--- config.mk ---
export PLATFORM = sky130hd
export DESIGN_NAME = operator_precedence_expr_parser_top_flat
export DESIGN_NICKNAME = d
export VERILOG_FILES = /design/src/sv/opep_pkg.sv /design/src/sv/opep_in_if.sv /design/src/sv/opep_out_if.sv /design/src/sv/operator_precedence_expr_parser_top.sv /design/src/sv/opep_ram.sv /design/src/sv/opep_datapath.sv /design/src/sv/opep_ctrl.sv /design/src/flat_wrapper.sv
export SDC_FILE = /design/constraint.sdc
export NUM_CORES = 1
export LEC_CHECK = 0
export BUFFER_PORTS_ARGS = -buffer_cell sky130_fd_sc_hd__buf_2
export CAP_MARGIN = 20
export CORE_MARGIN = 5
export CORE_UTILIZATION = 25
export DETAILED_ROUTE_END_ITERATION = 16
export PLACE_DENSITY = 0.36
export SYNTH_ARGS = -nofsm -noshare
export SYNTH_HDL_FRONTEND = slang
export SYNTH_HIERARCHICAL = 1
export SYNTH_SLANG_ARGS = --single-unit
--- constraint.sdc ---
create_clock -name clk_i -period 6.2 [get_ports clk_i]
set_clock_uncertainty 0.1 [all_clocks]
set_input_delay 0.62 -clock clk_i [delete_from_list [all_inputs] [get_ports clk_i]]
set_output_delay 0.62 -clock clk_i [all_outputs]
set_load 0.02 [all_outputs]
--- src/sv/opep_pkg.sv ---
// ----------------------------------------------------------------------------
// opep_pkg
// Shared symbol codes, precedence table and control types of the parser.
// ----------------------------------------------------------------------------
package opep_pkg;

  localparam int unsigned STACK_DEPTH_DEF = 32;
  localparam int unsigned SYM_W = 5;

  // Stack symbol codes (0..15 are token classes)
  localparam logic [SYM_W-1:0] SYM_HASH  = 5'd0;
  localparam logic [SYM_W-1:0] SYM_MUL   = 5'd1;
  localparam logic [SYM_W-1:0] SYM_NEQ   = 5'd12;
  localparam logic [SYM_W-1:0] SYM_LPAR  = 5'd13;
  localparam logic [SYM_W-1:0] SYM_RPAR  = 5'd14;
  localparam logic [SYM_W-1:0] SYM_OPND  = 5'd15;
  localparam logic [SYM_W-1:0] SYM_BOT   = 5'd16;
  localparam logic [SYM_W-1:0] SYM_E     = 5'd17;
  localparam logic [SYM_W-1:0] SYM_MARK  = 5'd18;

  // Result status codes
  localparam logic [1:0] ST_PARSING = 2'd0;
  localparam logic [1:0] ST_ACCEPT  = 2'd1;
  localparam logic [1:0] ST_SYNTAX  = 2'd2;
  localparam logic [1:0] ST_OVFL    = 2'd3;

  typedef enum logic [2:0] {
    ACT_SHIFT  = 3'd0,
    ACT_REDUCE = 3'd1,
    ACT_PUSH   = 3'd2,
    ACT_ERROR  = 3'd3,
    ACT_FINISH = 3'd4
  } act_e;

  // Controller -> datapath commands
  typedef struct packed {
    logic       load;
    logic [1:0] rd_k;
    logic       cap_en;
    logic [1:0] cap_k;
    logic       red_commit;
    logic       plan;
    logic       wr_step;
    logic       res_set;
    logic [1:0] res_status;
    logic       res_consumed;
  } cmd_t;

  // Datapath -> controller status
  typedef struct packed {
    act_e act;
    logic red_ok;
    logic ovf;
    logic accept;
    logic wr_last;
    logic kind;
  } sts_t;

  function automatic logic [2:0] row_of(input logic [SYM_W-1:0] sym);
    logic [2:0] r;
    if (sym <= 5'd3)       r = 3'd0;
    else if (sym <= 5'd5)  r = 3'd1;
    else if (sym <= 5'd12) r = 3'd2;
    else if (sym == 5'd13) r = 3'd3;
    else if (sym == 5'd14) r = 3'd4;
    else if (sym == 5'd15) r = 3'd5;
    else                   r = 3'd6;
    return r;
  endfunction

  // Precedence table: row of the top terminal, incoming token (0..16)
  function automatic act_e prec(input logic [2:0] row, input logic [SYM_W-1:0] tok);
    act_e a;
    a = ACT_ERROR;
    unique case (row)
      3'd0: begin
        if (tok == SYM_HASH || tok == SYM_LPAR || tok == SYM_OPND) a = ACT_SHIFT;
        else a = ACT_REDUCE;
      end
      3'd1: begin
        if (tok <= 5'd3 || tok == SYM_LPAR || tok == SYM_OPND) a = ACT_SHIFT;
        else a = ACT_REDUCE;
      end
      3'd2: begin
        if (tok <= 5'd6 || tok == SYM_LPAR || tok == SYM_OPND) a = ACT_SHIFT;
        else a = ACT_REDUCE;
      end
      3'd3: begin
        if (tok == SYM_RPAR) a = ACT_PUSH;
        else if (tok == SYM_BOT) a = ACT_ERROR;
        else a = ACT_SHIFT;
      end
      3'd4: begin
        if (tok == SYM_LPAR || tok == SYM_OPND) a = ACT_ERROR;
        else a = ACT_REDUCE;
      end
      3'd5: begin
        if (tok == SYM_HASH || tok == SYM_LPAR) a = ACT_ERROR;
        else if (tok == SYM_OPND) a = ACT_FINISH;
        else a = ACT_REDUCE;
      end
      default: begin
        if (tok == SYM_RPAR || tok == SYM_BOT) a = ACT_ERROR;
        else a = ACT_SHIFT;
      end
    endcase
    return a;
  endfunction

endpackage

--- src/sv/opep_in_if.sv ---
// ----------------------------------------------------------------------------
// opep_in_if
// Token request channel: valid/ready with kind and token class.
// ----------------------------------------------------------------------------
interface opep_in_if;
  logic       valid;
  logic       ready;
  logic       kind;
  logic [4:0] token_class;

  modport source (output valid, kind, token_class, input ready);
  modport sink   (input valid, kind, token_class, output ready);
endinterface

--- src/sv/opep_out_if.sv ---
// ----------------------------------------------------------------------------
// opep_out_if
// Result request channel: valid/ready with status and consumed flag.
// ----------------------------------------------------------------------------
interface opep_out_if;
  logic       valid;
  logic       ready;
  logic [1:0] status;
  logic       token_consumed;

  modport source (output valid, status, token_consumed, input ready);
  modport sink   (input valid, status, token_consumed, output ready);
endinterface

--- src/sv/operator_precedence_expr_parser_top.sv ---
// ----------------------------------------------------------------------------
// operator_precedence_expr_parser_top
// Operator-precedence syntax checker for one expression, one token a request.
// ----------------------------------------------------------------------------
// One request at a time: a token loads the four-entry stack window from the
// single-read stack RAM, takes a table decision, then either writes up to
// three stack entries (shift/push) or loads the window again per reduction,
// and finally presents the result. After a final status (accepted or
// rejected) the stack is back to just the bottom mark, so the next token
// starts a new expression. No clearing pass is needed after reset.
module operator_precedence_expr_parser_top #(
  parameter int unsigned STACK_DEPTH = opep_pkg::STACK_DEPTH_DEF
) (
  input  logic clk_i,
  input  logic rst_ni,
  opep_in_if.sink    in_i,
  opep_out_if.source out_o
);
  opep_pkg::cmd_t cmd;
  opep_pkg::sts_t sts;

  // Sequencer
  opep_ctrl u_ctrl (
    .clk_i      (clk_i),
    .rst_ni     (rst_ni),
    .in_valid_i (in_i.valid),
    .in_ready_o (in_i.ready),
    .out_valid_o(out_o.valid),
    .out_ready_i(out_o.ready),
    .sts_i      (sts),
    .cmd_o      (cmd)
  );

  // Stack, window and match logic; result registers drive the payload
  opep_datapath #(.STACK_DEPTH(STACK_DEPTH)) u_dp (
    .clk_i           (clk_i),
    .rst_ni          (rst_ni),
    .kind_i          (in_i.kind),
    .token_class_i   (in_i.token_class),
    .cmd_i           (cmd),
    .sts_o           (sts),
    .status_o        (out_o.status),
    .token_consumed_o(out_o.token_consumed)
  );
endmodule

--- src/sv/opep_ram.sv ---
// ----------------------------------------------------------------------------
// opep_ram
// Generic single-write, single-read RAM with registered read data.
// ----------------------------------------------------------------------------
module opep_ram #(
  parameter int unsigned WIDTH = 5,
  parameter int unsigned DEPTH = 32
) (
  input  logic                     clk_i,
  input  logic                     we_i,
  input  logic [$clog2(DEPTH)-1:0] waddr_i,
  input  logic [WIDTH-1:0]         wdata_i,
  input  logic [$clog2(DEPTH)-1:0] raddr_i,
  output logic [WIDTH-1:0]         rdata_o
);
  logic [WIDTH-1:0] mem_q [DEPTH];

  always_ff @(posedge clk_i) begin
    if (we_i) mem_q[waddr_i] <= wdata_i;
    rdata_o <= mem_q[raddr_i];
  end
endmodule

--- src/sv/opep_datapath.sv ---
// ----------------------------------------------------------------------------
// opep_datapath
// Symbol stack, top-of-stack window, table lookup and handle matching.
// ----------------------------------------------------------------------------
module opep_datapath #(
  parameter int unsigned STACK_DEPTH = opep_pkg::STACK_DEPTH_DEF
) (
  input  logic             clk_i,
  input  logic             rst_ni,
  input  logic             kind_i,
  input  logic [4:0]       token_class_i,
  input  opep_pkg::cmd_t   cmd_i,
  output opep_pkg::sts_t   sts_o,
  output logic [1:0]       status_o,
  output logic             token_consumed_o
);
  localparam int unsigned AW = $clog2(STACK_DEPTH);
  localparam int unsigned CW = AW + 2;
  localparam int unsigned SW = opep_pkg::SYM_W;

  logic [AW-1:0] t_q;
  logic [SW-1:0] tok_q;
  logic          kind_q;
  logic [SW-1:0] w_q [4];
  logic [SW-1:0] rdata;
  logic [1:0]    status_q;
  logic          consumed_q;

  logic [SW-1:0] wsym_q [3];
  logic [AW-1:0] wbase_q, newt_q;
  logic [1:0]    widx_q, wlast_q;

  logic [CW-1:0] t_ext;
  logic [SW-1:0] top_sym, top_term;
  opep_pkg::act_e act;
  logic [1:0]    hk;
  logic          red_ok;
  logic [AW-1:0] m;
  logic          we;
  logic [AW-1:0] waddr;
  logic [SW-1:0] wdata;

  assign t_ext = CW'(t_q);

  // Topmost terminal: no two E's are ever adjacent, so one skip suffices
  always_comb begin
    top_sym  = (t_q != '0 && w_q[0] == opep_pkg::SYM_E) ? w_q[1] : w_q[0];
    top_term = (top_sym > opep_pkg::SYM_BOT) ? opep_pkg::SYM_OPND : top_sym;
    act      = opep_pkg::prec(opep_pkg::row_of(top_term), tok_q);
  end

  // Handle match: marker must sit one to three entries below the top
  always_comb begin
    hk     = 2'd0;
    red_ok = 1'b0;
    if (w_q[0] != opep_pkg::SYM_MARK) begin
      if (w_q[1] == opep_pkg::SYM_MARK) hk = 2'd1;
      else if (w_q[2] == opep_pkg::SYM_MARK) hk = 2'd2;
      else if (w_q[3] == opep_pkg::SYM_MARK) hk = 2'd3;
    end
    case (hk)
      2'd1: red_ok = (w_q[0] == opep_pkg::SYM_OPND);
      2'd2: red_ok = (w_q[1] == opep_pkg::SYM_HASH) && (w_q[0] == opep_pkg::SYM_E);
      2'd3: red_ok = ((w_q[2] == opep_pkg::SYM_LPAR) && (w_q[1] == opep_pkg::SYM_E) &&
                      (w_q[0] == opep_pkg::SYM_RPAR)) ||
                     ((w_q[2] == opep_pkg::SYM_E) && (w_q[0] == opep_pkg::SYM_E) &&
                      (w_q[1] >= opep_pkg::SYM_MUL) && (w_q[1] <= opep_pkg::SYM_NEQ));
      default: red_ok = 1'b0;
    endcase
    m = t_q - AW'(hk);
  end

  always_comb begin
    sts_o.act     = act;
    sts_o.red_ok  = red_ok;
    sts_o.ovf     = (act == opep_pkg::ACT_PUSH) ? (t_ext + CW'(1) > CW'(STACK_DEPTH - 1))
                                                : (t_ext + CW'(2) > CW'(STACK_DEPTH - 1));
    sts_o.accept  = (t_q == AW'(1)) && (w_q[0] == opep_pkg::SYM_E);
    sts_o.wr_last = (widx_q == wlast_q);
    sts_o.kind    = kind_q;
  end

  assign we    = cmd_i.red_commit | cmd_i.wr_step;
  assign waddr = cmd_i.red_commit ? m : (wbase_q + AW'(widx_q));
  assign wdata = cmd_i.red_commit ? opep_pkg::SYM_E : wsym_q[widx_q];

  opep_ram #(.WIDTH(SW), .DEPTH(STACK_DEPTH)) u_stack (
    .clk_i  (clk_i),
    .we_i   (we),
    .waddr_i(waddr),
    .wdata_i(wdata),
    .raddr_i(t_q - AW'(cmd_i.rd_k)),
    .rdata_o(rdata)
  );

  // Control state
  always_ff @(posedge clk_i or negedge rst_ni) begin
    if (!rst_ni) begin
      t_q    <= '0;
      widx_q <= '0;
    end else begin
      if (cmd_i.red_commit) t_q <= m;
      if (cmd_i.plan) widx_q <= '0;
      else if (cmd_i.wr_step) begin
        widx_q <= widx_q + 2'd1;
        if (widx_q == wlast_q) t_q <= newt_q;
      end
      if (cmd_i.res_set && cmd_i.res_status != opep_pkg::ST_PARSING) t_q <= '0;
    end
  end

  // Payload
  always_ff @(posedge clk_i) begin
    if (cmd_i.load) begin
      kind_q <= kind_i;
      tok_q  <= (token_class_i > opep_pkg::SYM_BOT) ? opep_pkg::SYM_OPND : token_class_i;
    end
    if (cmd_i.cap_en) begin
      // index zero is the bottom mark, never stored
      w_q[cmd_i.cap_k] <= (t_ext <= CW'(cmd_i.cap_k)) ? opep_pkg::SYM_BOT : rdata;
    end
    if (cmd_i.plan) begin
      newt_q <= t_q + ((act == opep_pkg::ACT_PUSH) ? AW'(1) : AW'(2));
      if (act == opep_pkg::ACT_PUSH) begin
        wbase_q   <= t_q + AW'(1);
        wsym_q[0] <= tok_q;
        wsym_q[1] <= tok_q;
        wsym_q[2] <= tok_q;
        wlast_q   <= 2'd0;
      end else if (t_q != '0 && w_q[0] == opep_pkg::SYM_E) begin
        wbase_q   <= t_q;
        wsym_q[0] <= opep_pkg::SYM_MARK;
        wsym_q[1] <= opep_pkg::SYM_E;
        wsym_q[2] <= tok_q;
        wlast_q   <= 2'd2;
      end else begin
        wbase_q   <= t_q + AW'(1);
        wsym_q[0] <= opep_pkg::SYM_MARK;
        wsym_q[1] <= tok_q;
        wsym_q[2] <= tok_q;
        wlast_q   <= 2'd1;
      end
    end
    if (cmd_i.res_set) begin
      status_q   <= cmd_i.res_status;
      consumed_q <= cmd_i.res_consumed;
    end
  end

  assign status_o         = status_q;
  assign token_consumed_o = consumed_q;
endmodule

--- src/sv/opep_ctrl.sv ---
// ----------------------------------------------------------------------------
// opep_ctrl
// Sequencer: window fetch, table decision, stack writes, result handoff.
// ----------------------------------------------------------------------------
module opep_ctrl (
  input  logic           clk_i,
  input  logic           rst_ni,
  input  logic           in_valid_i,
  output logic           in_ready_o,
  output logic           out_valid_o,
  input  logic           out_ready_i,
  input  opep_pkg::sts_t sts_i,
  output opep_pkg::cmd_t cmd_o
);
  localparam logic [2:0] S_IDLE   = 3'd0;
  localparam logic [2:0] S_FETCH  = 3'd1;
  localparam logic [2:0] S_DECIDE = 3'd2;
  localparam logic [2:0] S_WRITE  = 3'd3;
  localparam logic [2:0] S_OUT    = 3'd4;

  logic [2:0] state_q, state_d;
  logic [2:0] k_q, k_d;
  logic       fin_q, fin_d;

  always_comb begin
    state_d = state_q;
    k_d     = k_q;
    fin_d   = fin_q;
    cmd_o   = '0;
    in_ready_o  = (state_q == S_IDLE);
    out_valid_o = (state_q == S_OUT);
    unique case (state_q)
      S_IDLE: begin
        if (in_valid_i) begin
          cmd_o.load = 1'b1;
          k_d        = '0;
          state_d    = S_FETCH;
        end
      end
      S_FETCH: begin
        // each read is captured in the cycle after it is issued
        cmd_o.rd_k   = k_q[1:0];
        cmd_o.cap_en = (k_q != 3'd0);
        cmd_o.cap_k  = 2'(k_q - 3'd1);
        k_d = k_q + 3'd1;
        if (k_q == 3'd4) state_d = S_DECIDE;
      end
      S_DECIDE: begin
        if (fin_q || sts_i.kind) begin
          if (sts_i.red_ok) begin
            cmd_o.red_commit = 1'b1;
            fin_d   = 1'b1;
            k_d     = '0;
            state_d = S_FETCH;
          end else begin
            cmd_o.res_set    = 1'b1;
            cmd_o.res_status = sts_i.accept ? opep_pkg::ST_ACCEPT : opep_pkg::ST_SYNTAX;
            state_d = S_OUT;
          end
        end else begin
          unique case (sts_i.act)
            opep_pkg::ACT_SHIFT, opep_pkg::ACT_PUSH: begin
              if (sts_i.ovf) begin
                cmd_o.res_set    = 1'b1;
                cmd_o.res_status = opep_pkg::ST_OVFL;
                state_d = S_OUT;
              end else begin
                cmd_o.plan = 1'b1;
                state_d    = S_WRITE;
              end
            end
            opep_pkg::ACT_REDUCE: begin
              if (sts_i.red_ok) begin
                cmd_o.red_commit = 1'b1;
                k_d     = '0;
                state_d = S_FETCH;
              end else begin
                cmd_o.res_set    = 1'b1;
                cmd_o.res_status = opep_pkg::ST_SYNTAX;
                state_d = S_OUT;
              end
            end
            opep_pkg::ACT_FINISH: begin
              fin_d = 1'b1;
            end
            default: begin
              cmd_o.res_set    = 1'b1;
              cmd_o.res_status = opep_pkg::ST_SYNTAX;
              state_d = S_OUT;
            end
          endcase
        end
      end
      S_WRITE: begin
        cmd_o.wr_step = 1'b1;
        if (sts_i.wr_last) begin
          cmd_o.res_set      = 1'b1;
          cmd_o.res_status   = opep_pkg::ST_PARSING;
          cmd_o.res_consumed = 1'b1;
          state_d = S_OUT;
        end
      end
      S_OUT: begin
        fin_d = 1'b0;
        if (out_ready_i) state_d = S_IDLE;
      end
      default: state_d = S_IDLE;
    endcase
  end

  always_ff @(posedge clk_i or negedge rst_ni) begin
    if (!rst_ni) begin
      state_q <= S_IDLE;
      k_q     <= '0;
      fin_q   <= 1'b0;
    end else begin
      state_q <= state_d;
      k_q     <= k_d;
      fin_q   <= fin_d;
    end
  end
endmodule
--- src/flat_wrapper.sv ---
// flat-port wrapper written by rule: the top's interface ports become plain ports
module operator_precedence_expr_parser_top_flat 
#(
  parameter int unsigned STACK_DEPTH = opep_pkg::STACK_DEPTH_DEF
)
  (clk_i, rst_ni, in_i_valid, in_i_kind, in_i_token_class, in_i_ready, out_o_valid, out_o_status, out_o_token_consumed, out_o_ready);
  opep_in_if in_i_i ();
  opep_out_if out_o_i ();
  input  logic clk_i;
  input  logic rst_ni;
  input wire logic [$bits(in_i_i.valid)-1:0] in_i_valid;
  input wire logic [$bits(in_i_i.kind)-1:0] in_i_kind;
  input wire logic [$bits(in_i_i.token_class)-1:0] in_i_token_class;
  output wire logic [$bits(in_i_i.ready)-1:0] in_i_ready;
  output wire logic [$bits(out_o_i.valid)-1:0] out_o_valid;
  output wire logic [$bits(out_o_i.status)-1:0] out_o_status;
  output wire logic [$bits(out_o_i.token_consumed)-1:0] out_o_token_consumed;
  input wire logic [$bits(out_o_i.ready)-1:0] out_o_ready;
  assign in_i_i.valid = in_i_valid;
  assign in_i_i.kind = in_i_kind;
  assign in_i_i.token_class = in_i_token_class;
  assign in_i_ready = in_i_i.ready;
  assign out_o_valid = out_o_i.valid;
  assign out_o_status = out_o_i.status;
  assign out_o_token_consumed = out_o_i.token_consumed;
  assign out_o_i.ready = out_o_ready;
  operator_precedence_expr_parser_top #(.STACK_DEPTH(STACK_DEPTH)) u_core (.clk_i(clk_i), .rst_ni(rst_ni), .in_i(in_i_i), .out_o(out_o_i));
endmodule
Yosys cells after proc, flatten, opt, wreduce, memory -nomap -nowiden:

Memories as Yosys holds them, arrays and structs flattened. A register that Yosys moved wholly into a read port is not among the register bits.
Index checks and enable logic that the tools add are counted.

* word-level logic and storage cells: 217
* register bits: 35
* bits of input ports: 10
* memories kept: 3
* bits in writable memories: 195

Memories
* u_core.u_dp.u_stack.mem_q: words 32, width 5, read ports 1, clocked after Yosys merged registers in 1, wr ports 1, RTL line opep_ram.sv:16 `logic [WIDTH-1:0] mem_q [DEPTH];`
* u_core.u_dp.w_q: words 4, width 5, read ports 4, clocked after Yosys merged registers in 0, wr ports 1, RTL line opep_datapath.sv:24 `logic [SW-1:0] w_q [4];`
* u_core.u_dp.wsym_q: words 3, width 5, read ports 1, clocked after Yosys merged registers in 0, wr ports 3, RTL line opep_datapath.sv:29 `logic [SW-1:0] wsym_q [3];`

* reduce and logical (&&, ||, !) cells: 34
* bitwise operators: 7
* $add $sub $neg: 10
* muxes and demuxes: 96
* magnitude comparators: 12
* equality and inequality tests: 43

Operators by type and width (number)
* $mux W5: 19
* $mux W3: 21
* $eq A5 B4 Y1 const B: 9
* $eq A5 B5 Y1 const B: 7
* $mux W2: 16
* $mux W1: 31
* $pmux W3 S3: 3
* $pmux W3 S6: 1
* $eq A3 B2 Y1 const B: 5
* $eq A3 B3 Y1 const B: 5
* $pmux W3 S5: 1
* $gt A6 B5 Y1 const B: 2
* $add A5 B2 Y5: 2
* $gt A5 B5 Y1 const B: 2
* $le A5 B2 Y1 const B: 2
* $le A5 B3 Y1 const B: 2
* $le A5 B4 Y1 const B: 2
* $logic_not A5 Y1: 2
* $logic_or A1 B1 Y1: 10
* $sub A5 B2 Y5: 2
* $eq A3 B1 Y1 const B: 3
* $logic_and A1 B1 Y1: 9
* $logic_not A3 Y1: 3
* $or A1 B1 Y1: 7
* 27 further kinds: 36

Logic depth before layout (Yosys ltp):

Gate-level depths: netlist of run 1.
An unclocked memory read counts as a cell.

* word-level depth: 26
* mapped depth: 19
* mapped depth without buffers: 17

Hierarchy:

Netlist of run 1, hierarchy kept.

Modules (own cells, without submodules)
* opep_ram: cells an instance 277, area an instance 6344.8 um^2, seq. area each 4904.7 um^2, times used 1
* opep_datapath: cells an instance 340, area an instance 3833.7 um^2, seq. area each 1856.8 um^2, times used 1
* opep_ctrl: cells an instance 84, area an instance 641.9 um^2, seq. area each 175.2 um^2, times used 1

Least setup slack after synthesis of run 1:

No wires, ideal clock.

* path kind: register to register
* start: register u_core.u_dp.t_q[1]
* end: memory u_core.u_dp.u_stack.mem_q[19][0], enable pin
* buffers on the path: 2
* stages on the path, launching flop included: 19
* slack: 1.034 ns
* clock period less this slack: 5.166 ns
* data arrival time: 4.727 ns
* cells stage by stage: dfrtp_1 > inv_1 > ha_1 > or4b_4 > a41oi_4 > nor2_1 > o311a_4 > a211oi_4 > nor2_1 > nand4_1 > nor3b_1 > o21ai_2 > nor2_1 > clkbuf_1 > clkbuf_1 > nor2_1 > a21oi_1 > or3b_2 > nor2_1

RTL lines
* start, declared: RTL line opep_datapath.sv:21 `logic [AW-1:0] t_q;`
* start signal, assigned: RTL line opep_datapath.sv:102 `if (cmd_i.red_commit) t_q <= m;`
* start signal, assigned: RTL line opep_datapath.sv:106 `if (widx_q == wlast_q) t_q <= newt_q;`
* end, declared: RTL line opep_ram.sv:16

==> results by group, run 1 <==
Worst hold path
  • Hold path cells: 1
  • Hold endpoint: u_core/u_dp/kind_q
  • Hold Crit Class: in2reg
  • Hold path start: in_i_kind

Critical path
  • CP required: 6290 ps
  • WS Path Type: reg2reg
  • FF-to-FF setup slack: 550 ps
  • CP max FO: 21
  • Startpoint types: flip-flop
  • Worst r2r path cells: 15
  • R2r endpoint: u_core/u_dp/u_stack/mem_q[7][2]
  • Reg2reg start: u_core/u_dp/t_q[1]
  • Critical path endpoint category: flip-flop
  • Worst EP arrival: 5730 ps

Yosys
  • Async S/R FF share, synth: 0.0596
  • Simple logic cell fraction of the synthesized area: 0.109
  • Unique masters post-synth: 78
  • Adder-cell share of the synthesized area: 0.0259
  • Sequential area share after synthesis: 0.641
  • Netlist Area Pre-Place: 10,800 um^2
  • Ranking of synthesized cells by area: edfxtp_1 60%, mux4_2 10%, dfrtp_1 3.2%
  • Synth Area in Compound Gates: 0.0622
  • Post-synth EDFFs: 216
  • Post-Synthesis Cells: 701
  • Share of the synthesized area in the top cell type: 0.599
  • Combinational family with the most area after synthesis: multiplexers
  • Most used DFF post-synth: edfxtp_1
  • Cell taking the most area after synthesis: edfxtp_1
  • Synth Area in XOR/XNOR: 0.0186
  • Mapped Avg Cell Area: 15.4 um^2
  • Mapped Nets: 731
  • Post-synthesis mux area share: 0.120
  • Synthesized flop and latch total: 235
  • Yosys warnings: 6

Timing
  • Final WS setup: 552 ps
  • Slew HR: 0.336
  • Pins over their slew limit: 0
  • Final setup violation count: 0
  • Worst-Margin Slew: 993 ps
  • Final Hold Fails: 0
  • Unrepaired setup endpoints after global routing: false
  • Upper clock frequency limit: 0.177 GHz
  • Fin crit period: 5650 ps
  • Final TNS setup: 0 ps
  • Final Cycle Share: 0.911

Global routing
  • Number of global-route vias before repair: 6,374
  • GRT Overall Usage: 0.114
  • Wire length of the first global-routing pass: 41,200 um
  • GRT overflow: 0
  • Initial antenna violation count: 1
  • Pin count of the biggest net entering global routing: 42

Layout
  • Final net count: 757
  • Final Core Density: 0.289
  • Proportion of layout cells with a drive suffix above 1: 0.202
  • Syn-to-layout area delta: 14.9%
  • Post-Layout Cell Count: 1,328
  • Antenna Cells: 0

Clocking
  • Clk sink count: 235
  • H-tree depth: 1
  • Clock Root Buffer: clkbuf_16
  • TritonCTS clock tree: built
  • Total CTS buffers: 26
  • Clock Latency Late Sink: 560 ps
  • Reg clk slew, reported paths: 60 ps
  • Clock buffer depth: 3

Floorplanning
  • Initial core utilization: 0.252
  • Chip Height: 218 um
  • # IOs: 15
  • Die W: 218 um
  • Core Box Area: 43,000 um^2
  • Die area: 47,500 um^2
  • Number of cell rows: 76

Drt
  • Routed wire length: 26,800 um
  • First-pass DRT Iterations: 4
  • Via-to-Cell Ratio: 4.52
  • DRC: 0
  • Vias: 6,003
  • Routed len/inst: 20.2 um
  • Initial DRC count: 446
  • Remaining antenna violation count after routing: 0

Place
  • DPL Wire Length: 18,500 um
  • Setup WS pre-CTS: 632 ps
  • PortBufs: 14
  • GPL Wtd Cong: 0.770
  • Dpl cells: 1,283

Power and ir drop
  • Peak VDD IR: 0.000190 V
  • Pwr dens: 519 nW/um^2
  • Overall power: 0.00645 W
  • P_leak: 3.99 nW

Run status
  • Status: complete, no violations

Flow run
  • Max-cap violations: 0
## synth_stat cells, drive strengths merged, types with 5 or more instances
| master | number |
|---|---|
| nand2 | 28 |
| nor2 | 77 |
| dfxtp | 5 |
| nor2b | 6 |
| a211oi | 9 |
| mux2i | 10 |
| xnor2 | 11 |
| nor3 | 16 |
| dfrtp | 14 |
| mux4 | 50 |
| ha | 16 |
| xor2 | 12 |
| a21oi | 17 |
| nand3b | 7 |
| a21o | 6 |
| nand4 | 5 |
| nor4 | 5 |
| clkbuf | 15 |
| edfxtp | 216 |
| nand2b | 15 |
| o21ai | 20 |
| buf | 15 |
| inv | 27 |
| mux2 | 6 |
| a31oi | 6 |
| and2 | 10 |
| o211ai | 6 |
| nand3 | 10 |
## through the flow
step | hold WS, ps | area [um^2]
2_1_floorplan | 224 | 10800
3_3_place_gp | 401 | 11600
3_5_place_dp | 406 | 11600
4_1_cts | 125 | 12400
5_1_grt | 124 | 12400
6_report | 156 | 12400
## metal layers
layer | part of all wire | track usage
met1 | 0.47 | 0.159
met2 | 0.47 | 0.183
met3 | 0.040 | 0.0224
met4 | 0.022 | 0.0276
met5 | 0 | 0
## area by class of cell
class                   count  area (um^2)
fillers                  4316        30500
flip-flops and latches    235         6940
multi-input cells         409         3680
well taps                 585          732
clock buffers              33          677
repair buffers             28          178
clock inverters            11          133
inverters                  27          101
## flip-flops by register name, indices dropped and copies added (netlist names), 2 cells and up
name	flops
u_core/u_dp/u_stack/mem_q	160
u_core/u_dp/w_q	20
u_core/u_dp/wsym_q	15
u_core/u_dp/newt_q	5
u_core/u_dp/t_q	5
u_core/u_dp/tok_q	5
u_core/u_dp/u_stack/rdata_o	5
u_core/u_dp/wbase_q	5
u_core/u_ctrl/k_q	3
u_core/u_ctrl/state_q	3
u_core/u_dp/status_o	2
u_core/u_dp/widx_q	2
u_core/u_dp/wlast_q	2
## cells in the final DEF (no fill, tap or decap), types with 11 or more instances in the layout
master,n
dfrtp_1,14
edfxtp_1,216
nor3_1,15
xnor2_1,11
a21oi_1,17
buf_4,13
buf_2,14
mux4_2,50
clkbuf_16,26
inv_1,25
nand2_1,28
nand2b_1,14
xor2_1,11
nor2_1,73
ha_1,16
o21ai_0,16
## worst max-delay path by stage
stage / start / end / depth (start not counted) / slack [ps]
2_1_floorplan: u_core/u_dp/t_q[1] / u_core/u_dp/u_stack/mem_q[19][0] / 18 / 1030
3_3_place_gp: u_core/u_dp/t_q[1] / u_core/u_dp/u_stack/mem_q[3][1] / 16 / 720
3_5_place_dp: u_core/u_dp/t_q[1] / u_core/u_dp/u_stack/mem_q[18][2] / 16 / 630
4_1_cts: u_core/u_dp/t_q[1] / u_core/u_dp/u_stack/mem_q[18][4] / 16 / 580
5_1_grt: u_core/u_dp/t_q[1] / u_core/u_dp/u_stack/mem_q[19][2] / 16 / 130
6_report: u_core/u_dp/t_q[1] / u_core/u_dp/u_stack/mem_q[7][2] / 15 / 550
## what timing repair did
action / in CTS / in global routing
endpoints found under the hold margin: 14 / 0
buffers inserted: 0 / 0
hold buffers: 1 / 0
gates resized for setup: 0 / 0
## power by group
part           internal, W  switching, W  leakage [nW]
registers          0.00211      0.000200          2.16
logic              0.00115       0.00151          1.43
clock network     0.000856      0.000617         0.395
total              0.00412       0.00233          3.99
## cells by family after synthesis
| logic type | after synthesis |
|---|---|
| DFF | 235 |
| and+or+nand+nor | 213 |
| AOI/OAI and AO/OA | 87 |
| muxes | 66 |
| buffers and inverters | 57 |
| xor gates and xnor gates | 23 |
| adders and majority gates | 20 |
## critical path, cell delays in order (launching register included)
cell       delay [ps]
dfrtp_1           640
inv_1             180
ha_1              240
or4b_4            250
nand4b_1          100
a2111oi_0         740
nand2b_1          230
a2111oi_0          70
or3_1             430
nor3b_1           270
o21ai_2           120
nor2_1            100
buf_4             280
mux2i_1           350
nand3_1           500
nor2_1            660
(Power assumes the default switching activity.)
==> run 2, diff against run 1 <==
- CORE_ASPECT_RATIO: not set -> 1.2
- PLACE_DENSITY: 0.36 -> not set
- RECOVER_POWER: not set -> 50
==> run 2 against run 1 <==
Against the previous run:
- the flow now finishes with violations (max-capacitance violations, max-slew violations)
- sequential share of layout area rose by 0.81 points
- hold slack better by 3.5 ps
- final cell count fell by 2.5%
- sequential cell count unchanged
- total power shrank 4.3%
- utilization down 0.28 points
- wire length decreased by 14%
- critical path depth is 2 higher
- via count increased by 0.67%
- highest routed layer unchanged
==> results by group, run 2 (synthesis results as in run 1) <==
Timing
  • Final Cycle Share: 0.908
  • Slew HR: -0.0132
  • Final Hold Fails: 0
  • Upper clock frequency limit: 0.178 GHz
  • Final setup violation count: 0
  • Fin crit period: 5630 ps
  • Unrepaired setup endpoints after global routing: false
  • Final TNS setup: 0 ps
  • Pins over their slew limit: 27
  • Worst-Margin Slew: 1520 ps

Clocking
  • Clock Latency Late Sink: 540 ps
  • Post-CTS Setup Bufs: 0
  • Clock buffer depth: 3
  • H-tree depth: 1
  • Total CTS buffers: 25
  • TritonCTS clock tree: built
  • Post-CTS sizing: 0
  • Reg clk slew, reported paths: 60 ps
  • Clk sink count: 235
  • Clock Root Buffer: clkbuf_16

Floorplanning
  • # IOs: 15
  • Number of cell rows: 83
  • Core Box Area: 42,800 um^2
  • Die area: 47,600 um^2
  • Die W: 200 um
  • Initial core utilization: 0.253
  • Chip Height: 238 um

Place
  • GPL Wtd Cong: 0.828
  • PortBufs: 14
  • Placed Area: 11,600 um^2
  • DPL Wire Length: 15,600 um

Layout
  • Largest Register: u_core/u_dp/u_stack/mem_q
  • Final net count: 755
  • Antenna Cells: 0
  • Commonest non-fill, non-tap cell in the layout: edfxtp_1
  • # fillers: 4,266
  • Proportion of layout cells with a drive suffix above 1: 0.186
  • Largest regs: u_core/u_dp/u_stack/mem_q x160, u_core/u_dp/w_q x20, u_core/u_dp/wsym_q x15
  • Syn-to-layout area delta: 13.3%
  • Most frequent cells in the layout: 216 x edfxtp_1, 73 x nor2_1, 50 x mux4_2
  • Reg area: 6940 um^2
  • Final Core Density: 0.287
  • Cell area after layout: 12,300 um^2
  • Multi-input logic area: 3630 um^2
  • Max reg flops: 160

Power and ir drop
  • Combinational share of power: 0.407
  • Switch share: 0.353
  • Peak VDD IR: 0.000222 V
  • P_leak: 3.91 nW
  • Switching power: 0.00218 W
  • Seq pwr share: 0.372
  • Pwr dens: 504 nW/um^2
  • Clock network power share: 0.221
  • P_int: 0.00399 W

Global routing
  • GRT overflow: 0
  • GRT Overall Usage: 0.0951
  • Wire length of the first global-routing pass: 35,400 um
  • Initial antenna violation count: 0
  • Number of global-route vias before repair: 6,003
  • Pin count of the biggest net entering global routing: 33

Drt
  • Vias: 6,043
  • Routed len/inst: 17.7 um
  • Routed wire length: 23,000 um
  • Via-to-Cell Ratio: 4.67
  • First-pass DRT Iterations: 5
  • Initial DRC count: 507
  • Remaining antenna violation count after routing: 0
  • DRC: 0

Critical path
  • Startpoint types: flip-flop
  • Top cell by count, worst path: nor2_1
  • WS Path Type: reg2reg
  • CP required: 6270 ps
  • Critical path endpoint category: flip-flop
  • Worst path cell trace: inv_1, ha_1, or4b_4, nand4b_1, a2111oi_0, nand2b_1, a2111oi_0, or3_1, nor3b_1, o21ai_2, nor2_1, buf_4, nor2_1, a21oi_1, buf_4, or3b_2, nor2_1
  • Reg2reg start: u_core/u_dp/t_q[1]
  • Crit path max-delay family: simple AND/OR/NAND/NOR gates
  • CP max FO: 21
  • Slowest-stage cell, CP: a2111oi_0
  • Worst setup startpoint: u_core/u_dp/t_q[1]
  • FF-to-FF setup slack: 570 ps
  • Crit. path cell count: 17
  • Worst EP arrival: 5700 ps
  • Worst r2r path cells: 17
  • CP max stage delay: 910 ps
  • Worst path bufs/invs: 3

Run status
  • Status: finished with violations
  • Violated checks: max-capacitance violations, max-slew violations

Worst hold path
  • Hold path cells: 1
  • Hold path start: in_i_kind
  • Hold Crit Class: in2reg

Flow run
  • Max-cap violations: 1
[run 2: power by group through the flow]
stage	registers, W	clock network, W	logic, W
after floorplan	0.00224	0	0.00188
after global placement	0.00233	0	0.00257
after detailed placement	0.00233	0	0.00257
after CTS	0.00229	0.00141	0.00259
after global routing	0.00232	0.00147	0.00273
final	0.00230	0.00136	0.00252
[run 2: per-layer routing]
layer / track usage / routed length (um) / up-vias
met2: 0.164 / 11700 / 153
met1: 0.123 / 9640 / 3077
met4: 0.0274 / 538 / 0
li1: - / - / 2779
met3: 0.0168 / 1080 / 34
met5: 0 / 0 / -
[run 2: worst paths after layout]
kind / end
max: u_core/u_dp/u_stack/mem_q[9][3]
min: u_core/u_dp/kind_q
max reg2reg: u_core/u_dp/u_stack/mem_q[9][3]
min reg2reg: u_core/u_dp/t_q[0]
max in group asynchronous: u_core/u_dp/t_q[2]
min in group asynchronous: u_core/u_ctrl/fin_q
[run 2: per-stage QoR]
step	worst slack, ps	instances	hold slack (ps)	power, W
after floorplan	1030	701	224	0.00411
after global routing	213	1295	147	0.00652
after detailed placement	562	1249	403	0.00490
after CTS	547	1295	142	0.00629
after global placement	660	1248	392	0.00490
final	572	1295	159	0.00618
[run 2: repair_timing]
item | in CTS | in global routing
hold endpoints to repair | 14 | 0
hold buffers | 1 | 0
endpoints found under the setup margin | 0 | 0
[run 2: final cells by class]
cell class | count | share of cell area
clock inverter | 16 | 0.00878
clock buffer | 29 | 0.0523
timing repair buffer | 27 | 0.0128
tap | 552 | 0.0563
inverter | 27 | 0.00827
sequential | 235 | 0.566
multi-input combinational | 409 | 0.296
[run 2: worst reg2reg max path, cell delays in order (launching register included)]
cell	delay [ps]
dfrtp_1	610
inv_1	170
ha_1	230
or4b_4	250
nand4b_1	100
a2111oi_0	910
nand2b_1	240
a2111oi_0	80
or3_1	420
nor3b_1	280
o21ai_2	120
nor2_1	140
buf_4	270
nor2_1	90
a21oi_1	130
buf_4	170
or3b_2	520
nor2_1	450
==> run 3, diff against run 2 <==
- CELL_PAD_IN_SITES_DETAIL_PLACEMENT: not set -> 1
- CELL_PAD_IN_SITES_GLOBAL_PLACEMENT: not set -> 1
- PLACE_DENSITY_LB_ADDON: not set -> 0.1
==> run 3 against run 2 <==
Against the previous run:
- worst setup slack got worse by 66 ps
- first-iteration DRC count fell by 39%
- clock power rose by 18%
- the run still ends with max-capacitance violations, max-slew violations left
- critical endpoint is now u_core/u_dp/u_stack/mem_q[16][1]
- largest cell class unchanged
- non-clock buffer count rose by 6
- critical path depth did not move
- final cell count rose by 0.69%
- wire length rose by 25%
==> results by group, run 3 (synthesis results as in run 1) <==
Critical path
  • CP required: 6300 ps
  • Startpoint types: flip-flop
  • Slowest-stage cell, CP: or3b_2
  • Worst path cell trace: inv_1, ha_1, or4b_4, a41oi_4, nor2_1, o311a_4, a211oi_1, nor2_1, nand4_1, nor3b_1, o21ai_2, nor2_1, buf_4, nor2_1, a21oi_1, or3b_2, nor2_1
  • WS Path Type: reg2reg
  • CP max stage delay: 580 ps
  • CP max FO: 16
  • Top cell by count, worst path: nor2_1
  • Critical path endpoint category: flip-flop
  • Worst EP arrival: 5790 ps

Clocking
  • Reg clk slew, reported paths: 60 ps
  • Clk sink count: 235
  • TritonCTS clock tree: built
  • Post-CTS sizing: 0
  • Clock buffer depth: 3
  • Post-CTS Setup Bufs: 0
  • H-tree depth: 1
  • Clock Latency Late Sink: 550 ps
  • Total CTS buffers: 28
  • Clock Root Buffer: clkbuf_16

Worst hold path
  • Hold Crit Class: in2reg

Global routing
  • Initial antenna violation count: 0
  • Number of global-route vias before repair: 6,816
  • GRT Overall Usage: 0.121
  • Pin count of the biggest net entering global routing: 42
  • Wire length of the first global-routing pass: 43,800 um
  • GRT overflow: 0

Power and ir drop
  • Pwr dens: 532 nW/um^2
  • Peak VDD IR: 0.000199 V
  • P_leak: 3.99 nW
  • Overall power: 0.00660 W

Timing
  • Pins over their slew limit: 88
  • Unrepaired setup endpoints after global routing: false
  • Hold Slack: 198 ps
  • Final Hold Fails: 0
  • Slew HR: -0.451
  • Worst-Margin Slew: 2170 ps
  • Final setup violation count: 0
  • Upper clock frequency limit: 0.176 GHz
  • Final TNS setup: 0 ps
  • Fin crit period: 5690 ps
  • Final Cycle Share: 0.918

Drt
  • Via-to-Cell Ratio: 4.71
  • Initial DRC count: 309
  • Vias: 6,139
  • Remaining antenna violation count after routing: 0
  • Routed len/inst: 22.0 um
  • DRC: 0
  • First-pass DRT Iterations: 8
  • Routed wire length: 28,600 um

Place
  • DPL Wire Length: 20,200 um
  • Dpl cells: 1,254
  • PortBufs: 14
  • GPL Wtd Cong: 0.787

Layout
  • Post-Layout Cell Count: 1,304
  • Proportion of layout cells with a drive suffix above 1: 0.188
  • Largest regs: u_core/u_dp/u_stack/mem_q x160, u_core/u_dp/w_q x20, u_core/u_dp/wsym_q x15
  • Syn-to-layout area delta: 14.8%
  • Antenna Cells: 0
  • Commonest non-fill, non-tap cell in the layout: edfxtp_1
  • Most frequent cells in the layout: 216 x edfxtp_1, 73 x nor2_1, 50 x mux4_2
  • Final net count: 764
  • Final Core Density: 0.290
  • Max reg flops: 160
  • Largest Register: u_core/u_dp/u_stack/mem_q

Floorplanning
  • # IOs: 15
  • Die W: 200 um
  • Chip Height: 238 um
  • Die area: 47,600 um^2
  • Initial core utilization: 0.253
  • Number of cell rows: 83
  • Core Box Area: 42,800 um^2

Run status
  • Violated checks: max-capacitance violations, max-slew violations
  • Status: finished with violations

Flow run
  • Max-cap violations: 3
==> run 3: final timing paths <==
| check | endpoint | slack [ps] | from | cells past startpoint |
|---|---|---|---|---|
| worst max-delay path | u_core/u_dp/u_stack/mem_q[16][1] | 510 | u_core/u_dp/t_q[1] | 17 |
| worst min-delay path | u_core/u_dp/kind_q | 200 | in_i_kind | 1 |
| worst max register to register | u_core/u_dp/u_stack/mem_q[16][1] | 510 | u_core/u_dp/t_q[1] | 17 |
| worst min register to register | u_core/u_dp/t_q[0] | 410 | u_core/u_dp/newt_q[0] | 2 |
| max in group asynchronous | u_core/u_ctrl/k_q[0] | 4730 | rst_ni | 2 |
| min in group asynchronous | u_core/u_ctrl/fin_q | 660 | rst_ni | 2 |
==> run 3: timing repair <==
action | CTS | global route
endpoints found under the setup margin | 0 | 0
hold endpoints to repair | 14 | 0
hold buffers | 1 | 0
==> run 3: power by group <==
group	total, W	switching, W	internal [W]
logic	0.00268	0.00152	0.00116
clock network	0.00160	0.000634	0.000965
registers	0.00232	0.000202	0.00212
==> run 3: cell type report <==
cell class	instances	area, um^2
Inverter	27	101
Clock inverter	16	154
Timing Repair Buffer	33	201
Multi-Input combinational cell	409	3600
Tap cell	552	691
Clock buffer	32	737
Sequential cell	235	6940
Fill cell	4510	30400
==> run 3: worst max-delay path: cells and delay by family (launching register included) <==
kind | cells | cell delay [ps]
and+or+nand+nor | 9 | 2310
AOI/OAI and AO/OA | 5 | 1740
DFF | 1 | 540
buffers and inverters | 2 | 440
adders and majority gates | 1 | 200
==> run 3: through the flow <==
stage	setup slack [ps]	instance area, um^2
after detailed placement	591	11600
after global routing	105	12400
after floorplan	1030	10800
after global placement	791	11600
after CTS	596	12500
final	506	12400
==> run 3: routing by layer <==
layer	vias up	track usage	wire length, um
met5	-	0	0
met4	0	0.0356	680
met3	41	0.0189	973
met2	80	0.219	15000
met1	3228	0.149	12000
li1	2790	-	-
